`src/design/i2cts_pkg.sv`:
```
package i2cts_pkg;

	// Request kinds carried on the input tuser.
	typedef enum logic [1:0] {
		MODE_LOAD  = 2'd0,
		MODE_READ  = 2'd1,
		MODE_BEGIN = 2'd2,
		MODE_EVENT = 2'd3
	} mode_t;

	// Bus status events as the controller reports them.
	typedef enum logic [3:0] {
		EV_START      = 4'd0,
		EV_RSTART     = 4'd1,
		EV_ARB_LOST   = 4'd2,
		EV_SLAW_ACK   = 4'd3,
		EV_SLAW_NACK  = 4'd4,
		EV_TXDATA_ACK = 4'd5,
		EV_TXDATA_NAK = 4'd6,
		EV_SLAR_ACK   = 4'd7,
		EV_SLAR_NACK  = 4'd8,
		EV_RXDATA_ACK = 4'd9,
		EV_RXDATA_NAK = 4'd10,
		EV_OTHER      = 4'd11
	} event_t;

	// Transaction status codes.
	typedef enum logic [1:0] {
		ST_BUSY    = 2'd0,
		ST_STOPPED = 2'd1,
		ST_PAUSED  = 2'd2
	} status_t;

	// Configuration register indexes.
	localparam logic [1:0] REG_TRANSFER_LENGTH    = 2'd0;
	localparam logic [1:0] REG_STOP_AT_END        = 2'd1;
	localparam logic [1:0] REG_NACK_ENDS_NORMALLY = 2'd2;

	localparam int unsigned LEN_W   = 6;
	localparam int unsigned INDEX_W = 5;
	localparam int unsigned BYTE_W  = 8;

	// Controller command and notifications for one request.
	typedef struct packed {
		logic    load_tx;
		logic    release_bus;
		logic    send_stop;
		logic    ack_next;
		logic    done_res;
		logic    fault;
		status_t status;
		logic    read_sel;
	} cmd_t;

endpackage

```
`src/design/i2cts_buffer.sv`:
```
module i2cts_buffer
	import i2cts_pkg::*;
#(
	parameter int unsigned DEPTH = 32,
	parameter int unsigned AW    = 5
) (
	input  logic              clk,
	input  logic              we,
	input  logic [AW-1:0]     waddr,
	input  logic [BYTE_W-1:0] wdata,
	input  logic              re,
	input  logic [AW-1:0]     raddr,
	output logic [BYTE_W-1:0] rd_data_s1
);

	logic [BYTE_W-1:0] mem [DEPTH];

	// Write port.
	always_ff @(posedge clk) begin
		if (we) begin
			mem[waddr] <= wdata;
		end
	end

	// Registered read port.
	always_ff @(posedge clk) begin
		if (re) begin
			rd_data_s1 <= mem[raddr];
		end
	end

endmodule

```
`src/design/i2cts_ctrl.sv`:
```
module i2cts_ctrl
	import i2cts_pkg::*;
#(
	parameter int unsigned BUFFER_DEPTH = 32,
	parameter int unsigned AW           = 5
) (
	input  logic              clk,
	input  logic              arst_n,
	input  logic              cfg_we,
	input  logic [1:0]        cfg_index,
	input  logic [LEN_W-1:0]  cfg_wdata,
	input  logic              accept,
	input  logic [1:0]        mode,
	input  logic [INDEX_W-1:0] index,
	input  logic [BYTE_W-1:0] value,
	input  logic [3:0]        event_code,
	output logic              mem_we,
	output logic [AW-1:0]     mem_waddr,
	output logic [BYTE_W-1:0] mem_wdata,
	output logic [AW-1:0]     mem_raddr,
	output cmd_t              cmd_s1
);

	localparam int unsigned PW = $clog2(BUFFER_DEPTH + 1);
	localparam int unsigned CW = ((PW > LEN_W) ? PW : LEN_W) + 2;
	localparam int unsigned XW = ((AW > INDEX_W) ? AW : INDEX_W) + 1;

	logic [LEN_W-1:0] transfer_length_q;
	logic             stop_at_end_q;
	logic             nack_ends_normally_q;
	logic [PW-1:0]    position_q;
	status_t          status_q;

	logic [PW-1:0] position_d;
	status_t       status_d;
	cmd_t          cmd;
	logic          wr_req;
	logic          wr_at_pos;
	logic [CW-1:0] pos_c;
	logic [CW-1:0] len_c;
	logic          pos_ge_len;
	logic          pos_end;
	logic          ack_cur;
	logic          ack_inc;
	logic [XW-1:0] idx_x;
	logic          idx_ok;
	mode_t         mode_v;
	event_t        ev_v;

	// Configuration registers.
	always_ff @(posedge clk or negedge arst_n) begin
		if (!arst_n) begin
			transfer_length_q    <= LEN_W'(1);
			stop_at_end_q        <= 1'b1;
			nack_ends_normally_q <= 1'b0;
		end else if (cfg_we) begin
			case (cfg_index)
				REG_TRANSFER_LENGTH:    transfer_length_q    <= cfg_wdata;
				REG_STOP_AT_END:        stop_at_end_q        <= cfg_wdata[0];
				REG_NACK_ENDS_NORMALLY: nack_ends_normally_q <= cfg_wdata[0];
				default: ;
			endcase
		end
	end

	// Compares on position and transfer length.
	always_comb begin
		mode_v     = mode_t'(mode);
		ev_v       = event_t'(event_code);
		pos_c      = CW'(position_q);
		len_c      = CW'(transfer_length_q);
		pos_ge_len = pos_c >= len_c;
		pos_end    = pos_c >= CW'(BUFFER_DEPTH);
		ack_cur    = (pos_c + CW'(1)) < len_c;
		ack_inc    = (pos_c + CW'(2)) < len_c;
		idx_x      = XW'(index);
		idx_ok     = idx_x < XW'(BUFFER_DEPTH);
	end

	// Decode of one request into the next state and the controller command.
	always_comb begin
		position_d = position_q;
		status_d   = status_q;
		cmd        = '0;
		wr_req     = 1'b0;
		wr_at_pos  = 1'b0;
		case (mode_v)
			MODE_LOAD: begin
				wr_req = idx_ok;
			end
			MODE_READ: begin
				cmd.read_sel = idx_ok;
			end
			MODE_BEGIN: begin
				position_d = '0;
				status_d   = ST_BUSY;
			end
			default: begin
				case (ev_v)
					EV_START, EV_RSTART, EV_SLAW_ACK, EV_TXDATA_ACK: begin
						if (ev_v == EV_TXDATA_ACK && pos_ge_len) begin
							// All bytes sent: end of transaction.
							cmd.done_res = 1'b1;
							if (stop_at_end_q) begin
								cmd.release_bus = 1'b1;
								cmd.send_stop   = 1'b1;
								status_d        = ST_STOPPED;
							end else begin
								status_d = ST_PAUSED;
							end
						end else if (pos_end) begin
							cmd.release_bus = 1'b1;
							cmd.send_stop   = 1'b1;
							cmd.fault       = 1'b1;
						end else begin
							cmd.load_tx     = 1'b1;
							cmd.release_bus = 1'b1;
							position_d      = position_q + PW'(1);
						end
					end
					EV_TXDATA_NAK: begin
						cmd.release_bus = 1'b1;
						cmd.send_stop   = 1'b1;
						cmd.done_res    = nack_ends_normally_q;
						cmd.fault       = !nack_ends_normally_q;
					end
					EV_SLAR_ACK: begin
						if (pos_ge_len) begin
							cmd.done_res = 1'b1;
							if (stop_at_end_q) begin
								cmd.release_bus = 1'b1;
								cmd.send_stop   = 1'b1;
								status_d        = ST_STOPPED;
							end else begin
								status_d = ST_PAUSED;
							end
						end else begin
							cmd.release_bus = 1'b1;
							cmd.ack_next    = ack_cur;
						end
					end
					EV_RXDATA_ACK, EV_RXDATA_NAK: begin
						if (pos_end) begin
							cmd.release_bus = 1'b1;
							cmd.send_stop   = 1'b1;
							cmd.fault       = 1'b1;
						end else if (ev_v == EV_RXDATA_ACK) begin
							wr_req          = 1'b1;
							wr_at_pos       = 1'b1;
							position_d      = position_q + PW'(1);
							cmd.release_bus = 1'b1;
							cmd.ack_next    = ack_inc;
						end else begin
							// Last byte received: store it and end the transaction.
							wr_req       = 1'b1;
							wr_at_pos    = 1'b1;
							cmd.done_res = 1'b1;
							if (stop_at_end_q) begin
								cmd.release_bus = 1'b1;
								cmd.send_stop   = 1'b1;
								status_d        = ST_STOPPED;
							end else begin
								status_d = ST_PAUSED;
							end
						end
					end
					default: begin
						// Arbitration lost, address nack and unknown events abort.
						cmd.release_bus = 1'b1;
						cmd.send_stop   = 1'b1;
						cmd.fault       = 1'b1;
					end
				endcase
			end
		endcase
		cmd.status = status_d;
	end

	// Buffer access: loads and reads use the index, bus events the position.
	always_comb begin
		mem_we    = accept && wr_req;
		mem_waddr = wr_at_pos ? AW'(position_q) : AW'(idx_x);
		mem_wdata = value;
		mem_raddr = (mode_v == MODE_READ) ? AW'(idx_x) : AW'(position_q);
	end

	// Transaction state.
	always_ff @(posedge clk or negedge arst_n) begin
		if (!arst_n) begin
			position_q <= '0;
			status_q   <= ST_BUSY;
		end else if (accept) begin
			position_q <= position_d;
			status_q   <= status_d;
		end
	end

	// Command register, aligned with the buffer read data.
	always_ff @(posedge clk) begin
		if (accept) begin
			cmd_s1 <= cmd;
		end
	end

endmodule

```
`src/design/i2c_master_transaction_sequencer.sv`:
```
// Channel   Direction  Bits                      Contents
// s_axis    in         tuser[1:0], tdata[23:0]   request kind; index, value, event code
// m_axis    out        tdata[23:0]               controller command, status, read byte
// cfg       in         we, index[1:0], wdata[5:0] transfer length, stop at end, nack end
//
// Every request gives one result; the edge that takes it stores the command and
// the buffer read, and the output register is filled from them when the decode
// stage advances. A request is taken every cycle unless the output stalls.
// Reset clears position and status and sets the configuration to its defaults;
// buffer contents are kept. A stalled output holds its result while one more request is taken behind it.
module i2c_master_transaction_sequencer
	import i2cts_pkg::*;
#(
	parameter int unsigned BUFFER_DEPTH = 32
) (
	input  logic        clk,
	input  logic        arst_n,
	input  logic        s_axis_tvalid,
	output logic        s_axis_tready,
	input  logic [23:0] s_axis_tdata,  // index[4:0], value[12:5], event_code[16:13]
	input  logic [1:0]  s_axis_tuser,  // mode[1:0]
	output logic        m_axis_tvalid,
	input  logic        m_axis_tready,
	output logic [23:0] m_axis_tdata,  // tx_byte[7:0], load_tx[8], release_bus[9],
	                                   // send_stop[10], ack_next[11], done_res[12],
	                                   // fault[13], status[15:14], read_byte[23:16]
	input  logic        cfg_we,
	input  logic [1:0]  cfg_index,
	input  logic [5:0]  cfg_wdata
);

	localparam int unsigned AW = (BUFFER_DEPTH > 1) ? $clog2(BUFFER_DEPTH) : 1;

	logic              accept;
	logic              advance;
	logic              s1_valid_q;
	logic              m_valid_q;
	logic [23:0]       m_data_q;
	cmd_t              cmd_s1;
	logic [BYTE_W-1:0] rd_data_s1;
	logic              mem_we;
	logic [AW-1:0]     mem_waddr;
	logic [BYTE_W-1:0] mem_wdata;
	logic [AW-1:0]     mem_raddr;
	logic [BYTE_W-1:0] tx_byte;
	logic [BYTE_W-1:0] read_byte;

	// Handshake: decode stage drains into the output register.
	assign advance       = s1_valid_q && (!m_valid_q || m_axis_tready);
	assign s_axis_tready = !s1_valid_q || advance;
	assign accept        = s_axis_tvalid && s_axis_tready;

	i2cts_ctrl #(
		.BUFFER_DEPTH(BUFFER_DEPTH),
		.AW          (AW)
	) u_ctrl (
		.clk       (clk),
		.arst_n    (arst_n),
		.cfg_we    (cfg_we),
		.cfg_index (cfg_index),
		.cfg_wdata (cfg_wdata),
		.accept    (accept),
		.mode      (s_axis_tuser),
		.index     (s_axis_tdata[4:0]),
		.value     (s_axis_tdata[12:5]),
		.event_code(s_axis_tdata[16:13]),
		.mem_we    (mem_we),
		.mem_waddr (mem_waddr),
		.mem_wdata (mem_wdata),
		.mem_raddr (mem_raddr),
		.cmd_s1    (cmd_s1)
	);

	i2cts_buffer #(
		.DEPTH(BUFFER_DEPTH),
		.AW   (AW)
	) u_buffer (
		.clk       (clk),
		.we        (mem_we),
		.waddr     (mem_waddr),
		.wdata     (mem_wdata),
		.re        (accept),
		.raddr     (mem_raddr),
		.rd_data_s1(rd_data_s1)
	);

	// The buffer byte goes to the send field or the read field.
	assign tx_byte   = cmd_s1.load_tx  ? rd_data_s1 : '0;
	assign read_byte = cmd_s1.read_sel ? rd_data_s1 : '0;

	// Valid flags of the two stages.
	always_ff @(posedge clk or negedge arst_n) begin
		if (!arst_n) begin
			s1_valid_q <= 1'b0;
			m_valid_q  <= 1'b0;
		end else begin
			if (accept) begin
				s1_valid_q <= 1'b1;
			end else if (advance) begin
				s1_valid_q <= 1'b0;
			end
			if (advance) begin
				m_valid_q <= 1'b1;
			end else if (m_axis_tready) begin
				m_valid_q <= 1'b0;
			end
		end
	end

	// Output register.
	always_ff @(posedge clk) begin
		if (advance) begin
			m_data_q <= {read_byte, cmd_s1.status, cmd_s1.fault, cmd_s1.done_res,
				cmd_s1.ack_next, cmd_s1.send_stop, cmd_s1.release_bus,
				cmd_s1.load_tx, tx_byte};
		end
	end

	assign m_axis_tvalid = m_valid_q;
	assign m_axis_tdata  = m_data_q;

endmodule
```
`config.mk`:
```
export PLATFORM = sky130hd
export DESIGN_NAME = i2c_master_transaction_sequencer
export DESIGN_NICKNAME = d
export VERILOG_FILES = /design/src/design/i2cts_pkg.sv /design/src/design/i2cts_buffer.sv /design/src/design/i2cts_ctrl.sv /design/src/design/i2c_master_transaction_sequencer.sv
export SDC_FILE = /design/constraint.sdc
export NUM_CORES = 1
export LEC_CHECK = 0
export ABC_CLOCK_PERIOD_IN_PS = 7500
export BUFFER_PORTS_ARGS = -buffer_cell sky130_fd_sc_hd__buf_2
export CORE_MARGIN = 2
export CORE_UTILIZATION = 60
export CTS_CLUSTER_DIAMETER = 100
export DETAILED_ROUTE_END_ITERATION = 8
export HOLD_SLACK_MARGIN = 0.15
export PLACE_DENSITY = 0.86
export SETUP_SLACK_MARGIN = 0.2
export SLEW_MARGIN = 10
export SYNTH_ARGS = -nofsm -noshare
export SYNTH_HDL_FRONTEND = slang
export SYNTH_SLANG_ARGS = --single-unit
```
`constraint.sdc`:
```
create_clock -name clk -period 7.5 [get_ports clk]
set_clock_uncertainty 0.2 [all_clocks]
set_input_delay 1.125 -clock clk [delete_from_list [all_inputs] [get_ports clk]]
set_output_delay 1.125 -clock clk [all_outputs]
set_load 0.02 [all_outputs]
```
Word-level counts from Yosys, hierarchy flattened
Memories as Yosys holds them, arrays and structs flattened. A register that Yosys moved wholly into a read port is not among the register bits.
Cells that the tools add are included.
{"block": "word_totals", "ff_bits": 51, "ramBits": 256, "in_bits": 39, "out_inout_bits": 26, "wordCells": 113, "memories": 1}
{"block": "classes", "add_sub_neg": 3, "magnitude_cmp": 4, "n_eq_ne": 15, "muxes": 45, "bitwise_logic": 2, "n_reduce_logical": 25}
{"name": "u_buffer.mem", "words": 32, "width": 8, "read_ports": 1, "rd_clocked_by_memory_dff": 1, "write_ports": 1, "line": "i2cts_buffer.sv:16", "source": "logic [BYTE_W-1:0] mem [DEPTH];"}
{"cell": "6-bit two-way mux", "count": 4}
{"cell": "6-bit case mux with 2 select lines", "count": 2}
{"cell": "1-bit two-way mux", "count": 21}
{"cell": "2-bit two-way mux", "count": 9}
{"cell": "8-bit by 6-bit less-than comparator with 1-bit output", "count": 2}
{"cell": "4-bit by 3-bit == test with 1-bit output (second input constant)", "count": 3}
{"cell": "2-bit case mux with 3 select lines", "count": 2}
{"cell": "5-bit two-way mux", "count": 2}
{"cell": "3-bit != test (second input constant)", "count": 3}
{"cell": "4-bit == test (second input constant)", "count": 2}
{"cell": "1-bit case mux with 4 select lines", "count": 2}
{"cell": "6-bit by 1-bit adder with 7-bit output (second input constant)", "count": 1}
{"cell": "6-bit by 2-bit adder with 7-bit output (second input constant)", "count": 1}
{"cell": "7-bit AND reduction", "count": 1}
{"cell": "6-bit by 1-bit adder with 6-bit output (second input constant)", "count": 1}
{"cell": "6-bit greater-or-equal comparator", "count": 1}
{"cell": "6-bit greater-or-equal comparator (second input constant)", "count": 1}
{"cell": "2-bit AND reduction", "count": 3}
{"cell": "2-bit OR reduction", "count": 3}
{"cell": "5-bit OR reduction", "count": 1}
{"cell": "2-bit by 1-bit == test with 1-bit output (second input constant)", "count": 2}
{"cell": "2-bit == test (second input constant)", "count": 2}
{"cell": "4-bit by 1-bit == test with 1-bit output (second input constant)", "count": 1}
{"cell": "4-bit by 2-bit == test with 1-bit output (second input constant)", "count": 1}
{"cell": "other kinds (13)", "count": 23}

Longest topological paths before layout
{"block": "depth", "depth_word": 8, "depth_mapped": 11, "ltp_nobuf": 9}

By module
From an unflattened synthesis, not the netlist that was laid out.
{"block": "unflattened", "hier_cells": 706, "area_unflattened_um2": 13212.7}
{"mod": "i2cts_buffer", "n_inst": 1, "cells_each": 417, "area_per_inst_um2": 10133.5, "seq_area_each_um2": 7927.6}
{"mod": "i2cts_ctrl", "n_inst": 1, "cells_each": 241, "area_per_inst_um2": 2154.6, "seq_area_each_um2": 673.1}
{"mod": "i2c_master_transaction_sequencer", "n_inst": 1, "cells_each": 48, "area_per_inst_um2": 924.6, "seq_area_each_um2": 770.7}

Worst setup path after synthesis
No wires, ideal clock.
{"block": "synth_timing", "path_kind": "input -> register", "startpoint": "input port m_axis_tready", "endpoint": "memory u_buffer.mem[13][0], enable pin", "setup_time_ps": 370, "arrival_ps": 3031, "required_time_ps": 6930, "slack_ps": 3899, "stages": 7, "path_buffers": 2, "cell_sequence": "nand3b_1 and2_1 clkbuf_1 o21ai_0 or2_1 buf_6 nor2_1"}
{"block": "synth_between", "elab_chain_cells": 7}
{"item": "from (decl)", "line": "i2c_master_transaction_sequencer.sv:23", "source": "input logic m_axis_tready,"}
{"item": "1-bit logical OR", "line": "i2c_master_transaction_sequencer.sv:49", "source": "assign advance = s1_valid_q && (!m_valid_q || m_axis_tready);"}
{"item": "1-bit logical AND", "line": "i2c_master_transaction_sequencer.sv:49"}
{"item": "1-bit logical OR", "line": "i2c_master_transaction_sequencer.sv:50", "source": "assign s_axis_tready = !s1_valid_q || advance;"}
{"item": "1-bit logical AND", "line": "i2c_master_transaction_sequencer.sv:51", "source": "assign accept = s_axis_tvalid && s_axis_tready;"}
{"item": "named net accept", "line": "i2c_master_transaction_sequencer.sv:34", "source": "logic accept;"}
{"item": "1-bit logical AND", "line": "i2cts_ctrl.sv:181", "source": "mem_we = accept && wr_req;"}
{"item": "1-bit two-way mux", "line": "i2cts_buffer.sv:20", "source": "if (we) begin"}
{"item": "1-bit two-way mux (not written as such)", "line": "i2cts_buffer.sv:21", "source": "mem[waddr] <= wdata;"}
{"item": "to (decl)", "line": "i2cts_buffer.sv:16"}
The timed path passes the listed nets, and every way through them passes these cells.

Worst setup path after layout
{"block": "layout_timing", "startpoint": "input port s_axis_tuser[0]", "endpoint": "memory u_buffer.mem[0][4], enable pin"}
{"block": "layout_between", "elab_chain_cells": 6, "word_cells_on_any_way": 11, "classes_between": "eq/ne (2); mux (5); reduce/logical (4)"}
{"item": "from (decl)", "line": "i2c_master_transaction_sequencer.sv:21", "source": "input logic [1:0] s_axis_tuser,"}
{"item": "2-bit == test or 2-bit by 1-bit == test with 1-bit output (tied branches)", "line": "i2cts_ctrl.sv:87", "source": "case (mode_v)"}
{"item": "2-bit OR reduction (no line)"}
{"item": "1-bit case mux with 2 select lines", "line": "i2cts_ctrl.sv:87"}
{"item": "1-bit logical AND", "line": "i2cts_ctrl.sv:181"}
{"item": "1-bit two-way mux", "line": "i2cts_buffer.sv:20"}
{"item": "1-bit two-way mux (not written as such)", "line": "i2cts_buffer.sv:21"}
Parallel ways exist; a longest one is shown, timed or not.

==> impl_metrics.yaml <==
synth:
  syn_area_per_cell_um2: 13.1
  netlist_instances: 1036
  synth-edff-count: 297
  synthFlopType: "edfxtp_1"
  async_reset_ff_share_pct: 5.71
  ys_ff_latch: 315
  synth_warnings: 0
  synth_cell_types: 64
  syn_nets: 1095
  yosysSeqAreaShare_pct: 69.1
  syn_area_um2: 13600
setup_path:
  path_cells: "buf_2, nand2_1, a2111oi_4, mux2i_1, nand2b_1, nor2_1"
  crit_type: "primary input to flop"
  cp-start-kind: "primary input"
  reg2reg_depth: 4
  required_ns: 7.49
  worstPathMaxFanout: 22
  crit_arrival_ns: 4.53
  cpPeakStageDelay_ns: 0.96
  cpMaxStageDelayCell: "mux2i_1"
  end_kind: "flop"
sta:
  hold_slack_ns: 0.225
  slew_violations: 0
  post-route-min-period_ns: 4.54
  fmax_ghz: 0.220
  report.final.hold_viol_count: 0
  rsz0062_at_grt: "false"
  fin_ws_ns: 2.96
  fin_crit_sh_pct: 60.6
  timing.setup.tns_ns: 0
  slew_headroom_pct: 15.1
  tightest_slew_ns: 1.27
  setup_violations: 0
routing:
  finalWirelength_um: 31000
  vias_per_cell: 6.48
  first_pass_iters: 5
  detail_route.wl_per_cell_um: 22.5
  drc: 0
  antenna_left: 0
  vias: 8908
  drtIter0Drc: 1153
grt:
  grt_pass1_wl_um: 47500
  antenna_found_initial: 0
  first_global_vias: 8424
  use_met2_pct: 43.2
  grt_max_degree: 73
  grt_overflow: 0
  grt.busiest_layer: "met2"
  met1_usage_pct: 34.5
  track_usage_pct: 25.9
  grtUsageMet3_pct: 4.37
clock_network:
  postCtsResizedCells: 0
  cts_buffer_depth: 3
  cts_num_sinks: 315
  path_clk_slew_ns: 0.06
  hold_buffers: 0
  post-cts-setup-buffers: 0
  cts.htree.levels: 1
  cts_tree: "done"
  clk_latency_ns: 0.57
  numCtsBuffers: 30
  cts_root_buffer: "clkbuf_16"
power:
  leakage_uw: 0.00517
  ir_drop_mv: 0.169
  total_power_uw: 4470
  power_density_nw_per_um2: 299
cells_and_area:
  post-route-util_pct: 66.6
  drive_gt1_share_pct: 11.9
  antenna_cells: 0
  nets: 1127
  nFillCells: 1473
  syn2layout_area_growth_pct: 10.2
floorplan:
  die_w_um: 154
  initial_core_util_pct: 60.5
  placementRows: 55
  die_area_um2: 23800
  core_um2: 22400
  die_h_um: 154
  ioPinCount: 65
outcome:
  status: "completed"
min_path:
  worstHoldPathCells: 0
  hold_class: "flop to flop"
placed_design:
  dp_hpwl_um: 18200
  gp_congestion: 0.872
  place_ws_ns: 2.57
  port_buffers: 57
job:
  cap_violations: 0
==> metrics by stage <==
step / area, µm² / cells
floorplan: 13600 / 1036
global placement: 14000 / 1321
detailed placement: 14000 / 1321
CTS: 14900 / 1375
global route: 14900 / 1375
finish: 14900 / 1375
==> metal layers <==
layer | wire [µm] | share of wire, %
met1 | 11600 | 37
met2 | 15100 | 49
met3 | 3010 | 9.7
met4 | 1260 | 4.1
met5 | 0 | 0
==> critical path: cells and delay by family <==
kind / cells / cell delay, ns
mux: 1 / 0.96
compound gates: 1 / 0.79
simple gates: 3 / 1.32
buf+inv: 1 / 0.31
==> area by class of cell <==
cell class | count | area [µm²] | area share, %
clock inverters | 13 | 193 | 1.29
multi-input cells | 643 | 3830 | 25.6
inverters | 14 | 52.6 | 0.352
repair buffers | 64 | 350 | 2.34
well taps | 285 | 357 | 2.39
flip-flops and latches | 315 | 9370 | 62.7
clock buffers | 41 | 792 | 5.30
==> power breakdown <==
group	switching, µW	total [µW]	internal, µW
Sequential	60.2	2060	2000
Combinational	606	906	300
Clock	630	1510	880
Total	1300	4470	3180
==> cells by family after synthesis <==
| logic type | Yosys count | synth area share (%) |
|---|---|---|
| flip-flops | 315 | 69.1 |
| adder cells (fa/ha/maj) | 20 | 1.84 |
| multiplexers | 39 | 3.03 |
| AND/OR/NAND/NOR | 432 | 14.8 |
| XOR/XNOR | 7 | 0.452 |
| AO/OA/AOI/OAI | 145 | 7.68 |
| buffers and inverters | 78 | 3.10 |
==> cell usage after synthesis (all sizes together) (3+ instances only) <==
| cell type | instances | area, µm² |
|---|---|---|
| mux2i | 35 | 363 |
| a31oi | 42 | 263 |
| nor3 | 6 | 30.0 |
| o21ai | 13 | 65.1 |
| nand3 | 75 | 375 |
| nor3b | 3 | 22.5 |
| nand2b | 17 | 114 |
| nor2 | 51 | 191 |
| clkbuf | 24 | 90.1 |
| dfrtp | 16 | 400 |
| and3 | 3 | 18.8 |
| xnor2 | 5 | 43.8 |
| nand2 | 220 | 826 |
| a21oi | 20 | 100 |
| nand3b | 7 | 52.6 |
| and2 | 19 | 119 |
| or2 | 6 | 37.5 |
| buf | 40 | 278 |
| nand4 | 5 | 31.3 |
| nor4 | 9 | 100 |
| a32oi | 33 | 289 |
| mux2 | 4 | 48.8 |
| edfxtp | 297 | 8920 |
| o211ai | 4 | 30.0 |
| nor2b | 6 | 40.0 |
| o31ai | 6 | 50.1 |
| ha | 20 | 250 |
| inv | 14 | 52.6 |
==> state kept, by name (all words and copies together) (netlist names) <==
signal                       count
u_ctrl.status_q                  2
u_buffer.mem                   256
u_ctrl.nack_ends_normally_q      1
u_ctrl.cmd_s1                    9
u_ctrl.transfer_length_q         6
m_axis_tdata                    24
m_axis_tvalid                    1
s1_valid_q                       1
u_ctrl.stop_at_end_q             1
u_buffer.rd_data_s1              8
u_ctrl.position_q                6
==> worst paths after layout <==
path | to | startpoint | slack [ns]
worst max-delay path | u_buffer.mem[0][4] | s_axis_tuser[0] | 2.96
worst min-delay path | m_axis_tdata[13] | u_ctrl.cmd_s1[3] | 0.22
worst max register to register | u_buffer.mem[0][4] | u_ctrl.position_q[5] | 3.58
worst min register to register | m_axis_tdata[13] | u_ctrl.cmd_s1[3] | 0.22
max in group asynchronous | u_ctrl.stop_at_end_q | arst_n | 6.45
min in group asynchronous | u_ctrl.transfer_length_q[2] | arst_n | 0.31
==> layout by cell type (no fill, tap or decap), drive strengths merged, types with 33 or more instances in the layout <==
| master | n |
|---|---|
| clkbuf | 41 |
| edfxtp | 297 |
| a31oi | 42 |
| a32oi | 33 |
| nor2 | 51 |
| mux2i | 35 |
| nand3 | 75 |
| buf | 64 |
| nand2 | 220 |
No activity file was read; power rests on OpenSTA's default activity.
